<file path="src/hw/rtl/lebf_pkg.sv">
// lebf_pkg: shared codes and types for the little-endian byte fifo
// no dependencies; imported by the lane, merge and top level modules
package lebf_pkg;

    localparam int NUM_LANES = 8;

    localparam logic [2:0] OP_PUSH  = 3'd0;
    localparam logic [2:0] OP_POP   = 3'd1;
    localparam logic [2:0] OP_PEEK  = 3'd2;
    localparam logic [2:0] OP_ERASE = 3'd3;
    localparam logic [2:0] OP_CLEAR = 3'd4;

    localparam logic [1:0] ST_OK       = 2'd0;
    localparam logic [1:0] ST_SHORT    = 2'd1;
    localparam logic [1:0] ST_RANGE    = 2'd2;
    localparam logic [1:0] ST_OVERFLOW = 2'd3;

    // command shared by all byte lanes for one access
    typedef struct packed {
        logic       we;
        logic       re;
        logic [3:0] nbytes;
    } lane_cmd_t;

    typedef logic [7:0] byte_t;

endpackage

</file>
<file path="src/hw/rtl/lebf_merge.sv">
// lebf_merge: rotates the lane read bytes into a little-endian value
// depends on lebf_pkg
module lebf_merge
    import lebf_pkg::*;
(
    input  byte_t       lane_rd [NUM_LANES],
    input  logic [2:0]  rot,
    input  logic [3:0]  nbytes,
    input  logic        rd_ok,
    output logic [63:0] data_out
);

    always_comb begin
        logic [2:0] src;
        data_out = '0;
        for (int j = 0; j < NUM_LANES; j++) begin
            src = rot + 3'(j);
            if (rd_ok && (4'(j) < nbytes)) begin
                data_out[8*j +: 8] = lane_rd[src];
            end
        end
    end

endmodule
</file>
<file path="config.mk">
export PLATFORM = sky130hd
export DESIGN_NAME = lebf_merge
export DESIGN_NICKNAME = d
export VERILOG_FILES = /design/src/hw/rtl/lebf_pkg.sv /design/src/hw/rtl/lebf_merge.sv
export SDC_FILE = /design/constraint.sdc
export NUM_CORES = 1
export LEC_CHECK = 0
export BUFFER_PORTS_ARGS = -buffer_cell sky130_fd_sc_hd__clkbuf_2
export CAP_MARGIN = 20
export CORE_UTILIZATION = 40
export DETAILED_ROUTE_END_ITERATION = 10
export PLACE_DENSITY = 0.7
export SLEW_MARGIN = 20
export SYNTH_ARGS = -nofsm -noshare
export SYNTH_HDL_FRONTEND = slang
export SYNTH_SLANG_ARGS = --single-unit
</file>
<file path="constraint.sdc">
create_clock -name vclk -period 2.99
set_input_delay 0.4485 -clock vclk [all_inputs]
set_output_delay 0.4485 -clock vclk [all_outputs]
set_load 0.01 [all_outputs]
</file>
==> impl_results.html <==
<table>
<tr><th>Metric</th><th>Value</th></tr>
<tr><th colspan="2">Placement</th></tr>
<tr><td>Worst setup slack after placement</td><td>0.280 ns</td></tr>
<tr><td>Final GP Congestion</td><td>0.867</td></tr>
<tr><td>Port buffer count</td><td>136</td></tr>
<tr><td>Estimated wirelength of the detail-placed design</td><td>8720 µm</td></tr>
<tr><td>Total cell area at the placement stage</td><td>3580 µm²</td></tr>
<tr><th colspan="2">Layout</th></tr>
<tr><td>Post-layout utilization of the core</td><td>0.519</td></tr>
<tr><td>Antenna cells</td><td>0</td></tr>
<tr><td>Number of sequential cells in the layout</td><td>0</td></tr>
<tr><td>Storage element area</td><td>0 µm²</td></tr>
<tr><td>Area Growth Syn to Fin</td><td>23.4%</td></tr>
<tr><td>Post-layout instance area</td><td>3580 µm²</td></tr>
<tr><td>Layout cells sized above 1</td><td>0.499</td></tr>
<tr><td>Filler cells</td><td>699</td></tr>
<tr><td>Clkbuf count</td><td>0</td></tr>
<tr><td>Post-layout net count</td><td>527</td></tr>
<tr><td>Leading cell types in the layout, fill and taps excluded</td><td>clkbuf_2, mux2_2, nor2_1, a22o_1, mux4_2</td></tr>
<tr><td>Most frequent standard cell in the layout excluding fill and tap cells</td><td>clkbuf_2</td></tr>
<tr><th colspan="2">Timing</th></tr>
<tr><td>Final Max Tran Viols</td><td>0</td></tr>
<tr><td>Final cycle utilization of the critical path</td><td>0.932</td></tr>
<tr><td>Minimum setup slack in the final design</td><td>0.205 ns</td></tr>
<tr><td>Transition time at the pin with the least slew margin</td><td>0.974 ns</td></tr>
<tr><td>Unrepaired setup endpoints after global routing</td><td>false</td></tr>
<tr><td>Worst slew margin</td><td>0.346</td></tr>
<tr><td>Min cycle time layout</td><td>2.79 ns</td></tr>
<tr><td>Setup TNS after final layout</td><td>0 ns</td></tr>
<tr><td>Endpoints failing hold</td><td>0</td></tr>
<tr><td>Top achievable clock speed</td><td>0.359 GHz</td></tr>
<tr><td>Number of endpoints failing setup at the final stage</td><td>0</td></tr>
<tr><th colspan="2">Route</th></tr>
<tr><td>Wire per inst</td><td>20.8 µm</td></tr>
<tr><td>Drt initial violations</td><td>306</td></tr>
<tr><td>Total Routed Length</td><td>11400 µm</td></tr>
<tr><td>First-pass iteration count of the detailed router</td><td>5</td></tr>
<tr><td>Total via count in the routed design</td><td>3557</td></tr>
<tr><td>Final antenna-violating net count</td><td>0</td></tr>
<tr><td>Post-route DRC violation count</td><td>0</td></tr>
<tr><td>Vias per Instance</td><td>6.50</td></tr>
<tr><th colspan="2">Synth</th></tr>
<tr><td>Syn_area_per_cell</td><td>8.75 µm²</td></tr>
<tr><td>Mapped cell area</td><td>2900 µm²</td></tr>
<tr><td>Post-synthesis cell type with the largest combined area</td><td>mux4_2</td></tr>
<tr><td>Number of different library cells in the post-synthesis netlist</td><td>35</td></tr>
<tr><td>Portion of synthesized cell area occupied by the leading cell type</td><td>0.233</td></tr>
<tr><td>Sequential element share of the synthesized area</td><td>0</td></tr>
<tr><td>Number of synthesis warnings</td><td>0</td></tr>
<tr><td>Cell types with the largest area share after synthesis</td><td>mux4_2, mux2_2, a22o_1</td></tr>
<tr><td>Nets in the synthesized netlist</td><td>406</td></tr>
<tr><td>Synthesized instance count</td><td>332</td></tr>
<tr><th colspan="2">Setup path</th></tr>
<tr><td>Maximum single-stage delay on the critical path</td><td>0.63 ns</td></tr>
<tr><td>Type of the setup path with the least slack</td><td>in2out</td></tr>
<tr><td>Endpoint required time on the critical path</td><td>2.54 ns</td></tr>
<tr><td>Data arrival time of the worst path</td><td>2.34 ns</td></tr>
<tr><td>Cell with the largest stage delay on the worst path</td><td>nor2_1</td></tr>
<tr><td>Critical Path Stages</td><td>7</td></tr>
<tr><td>Crit. End Element</td><td>output pin</td></tr>
<tr><td>Top Family by Delay on Critical Path</td><td>simple AND/OR/NAND/NOR gates</td></tr>
<tr><td>Critical path startpoint category</td><td>input port</td></tr>
<tr><td>Critical Path Most Common Cell</td><td>clkbuf_2</td></tr>
<tr><td>Biggest fanout along the worst timing path</td><td>49</td></tr>
<tr><td>Critical-path cell list</td><td>clkbuf_2, buf_12, ha_1, xnor2_1, nor2_1, a22o_1, clkbuf_2</td></tr>
<tr><td>Count of buffering cells on the critical path with inverters included</td><td>3</td></tr>
<tr><th colspan="2">GRT</th></tr>
<tr><td>Number of antenna violations at the first check in global routing</td><td>0</td></tr>
<tr><td>Grt total ovfl</td><td>0</td></tr>
<tr><td>Pin count of the biggest net entering global routing</td><td>50</td></tr>
<tr><td>Via count of the first global-routing pass</td><td>3331</td></tr>
<tr><td>All-Layer GR Usage</td><td>0.288</td></tr>
<tr><td>First-pass GRT wire length</td><td>17100 µm</td></tr>
<tr><th colspan="2">Hold path</th></tr>
<tr><td>Endpoint with the worst hold slack</td><td>data_out[61]</td></tr>
<tr><td>Worst hold path depth</td><td>5</td></tr>
<tr><td>Hold wc startpoint</td><td>lane_rd[53]</td></tr>
<tr><td>Hold crit path type</td><td>in2out</td></tr>
<tr><th colspan="2">Die</th></tr>
<tr><td>Area of the die</td><td>7600 µm²</td></tr>
<tr><td>Starting utilization of the core area</td><td>0.420</td></tr>
<tr><td>Number of cell rows</td><td>30</td></tr>
<tr><td>I/O pin total</td><td>136</td></tr>
<tr><td>DIE WIDTH</td><td>87.2 µm</td></tr>
<tr><td>Y dimension of the die</td><td>87.2 µm</td></tr>
<tr><td>Standard cell core area</td><td>6910 µm²</td></tr>
<tr><th colspan="2">Clock network</th></tr>
<tr><td>Post-cts hold buffer count</td><td>0</td></tr>
<tr><td>Setup Buffers After CTS</td><td>0</td></tr>
<tr><td>CTS resizes</td><td>0</td></tr>
<tr><th colspan="2">Pwr</th></tr>
<tr><td>Peak supply drop</td><td>0.0000895 V</td></tr>
<tr><td>Total power of the final layout</td><td>0.000743 W</td></tr>
<tr><td>Leak</td><td>1.64 nW</td></tr>
<tr><td>Power Density</td><td>208 nW/µm²</td></tr>
<tr><th colspan="2">Flow run</th></tr>
<tr><td>Maximum capacitance violations</td><td>0</td></tr>
<tr><th colspan="2">Run status</th></tr>
<tr><td>Status</td><td>finished, final reports clean</td></tr>
</table>
area by class of cell:
class              count  area (µm²)  area share
inverters              4        15.0     0.00419
repair buffers       148         796       0.222
multi-input cells    299        2650       0.740
well taps             96         120      0.0335
routing by layer:
metal  routed length (µm)  share of wire  track usage
met3                 1040          0.091       0.0389
met4                  225          0.020       0.0790
met1                 4750           0.42        0.389
met2                 5340           0.47        0.482
met5                    0              0            0
Yosys cell counts:
master    count
mux2_2       39
nor2_1       38
a22o_1       32
mux4_2       30
mux2i_1      28
o22ai_1      27
nand2_1      22
o21ai_0      17
a21oi_1      13
nand3_1      13
buf_2         7
buf_4         7
buf_6         7
nor3_1        5
nor4b_2       5
o21ai_1       5
a211oi_1      4
o32ai_1       4
a31oi_1       3
clkbuf_1      3
inv_1         3
a21o_1        2
buf_1         2
buf_12        2
ha_1          2
mux4_1        2
xor2_1        2
and3_1        1
buf_8         1
inv_2         1
nand2b_1      1
nand3_2       1
o21a_1        1
or2_1         1
xnor2_1       1
how the worst max path moves through the flow:
stage                        end   start
floorplan           data_out[11]  rot[1]
detailed placement   data_out[9]  rot[1]
CTS                  data_out[9]  rot[1]
global placement     data_out[9]  rot[1]
finish               data_out[9]  rot[1]
global route         data_out[9]  rot[1]
cells by family (layout without fill, tap and decap cells):
| group | after synthesis | count (layout) | share of synthesized area |
|---|---|---|---|
| mux | 99 | 99 | 0.498 |
| buf+inv | 33 | 152 | 0.0879 |
| xor+xnor | 3 | 3 | 0.00905 |
| fa+ha+maj | 2 | 2 | 0.00862 |
| compound gates | 108 | 108 | 0.252 |
| simple gates | 87 | 87 | 0.144 |
metrics by stage:
step	cells	hold slack [ns]
final	547	1.45
after global routing	547	1.48
after CTS	547	1.45
after detailed placement	547	1.45
after global placement	547	1.45
after floorplan	332	1.15
power by group:
group / leakage (nW) / switching [W] / internal, W
clock: 0 / 0 / 0
sequential: 0 / 0 / 0
combinational: 1.64 / 0.000406 / 0.000338
No activity file was read; power rests on OpenSTA's default activity.
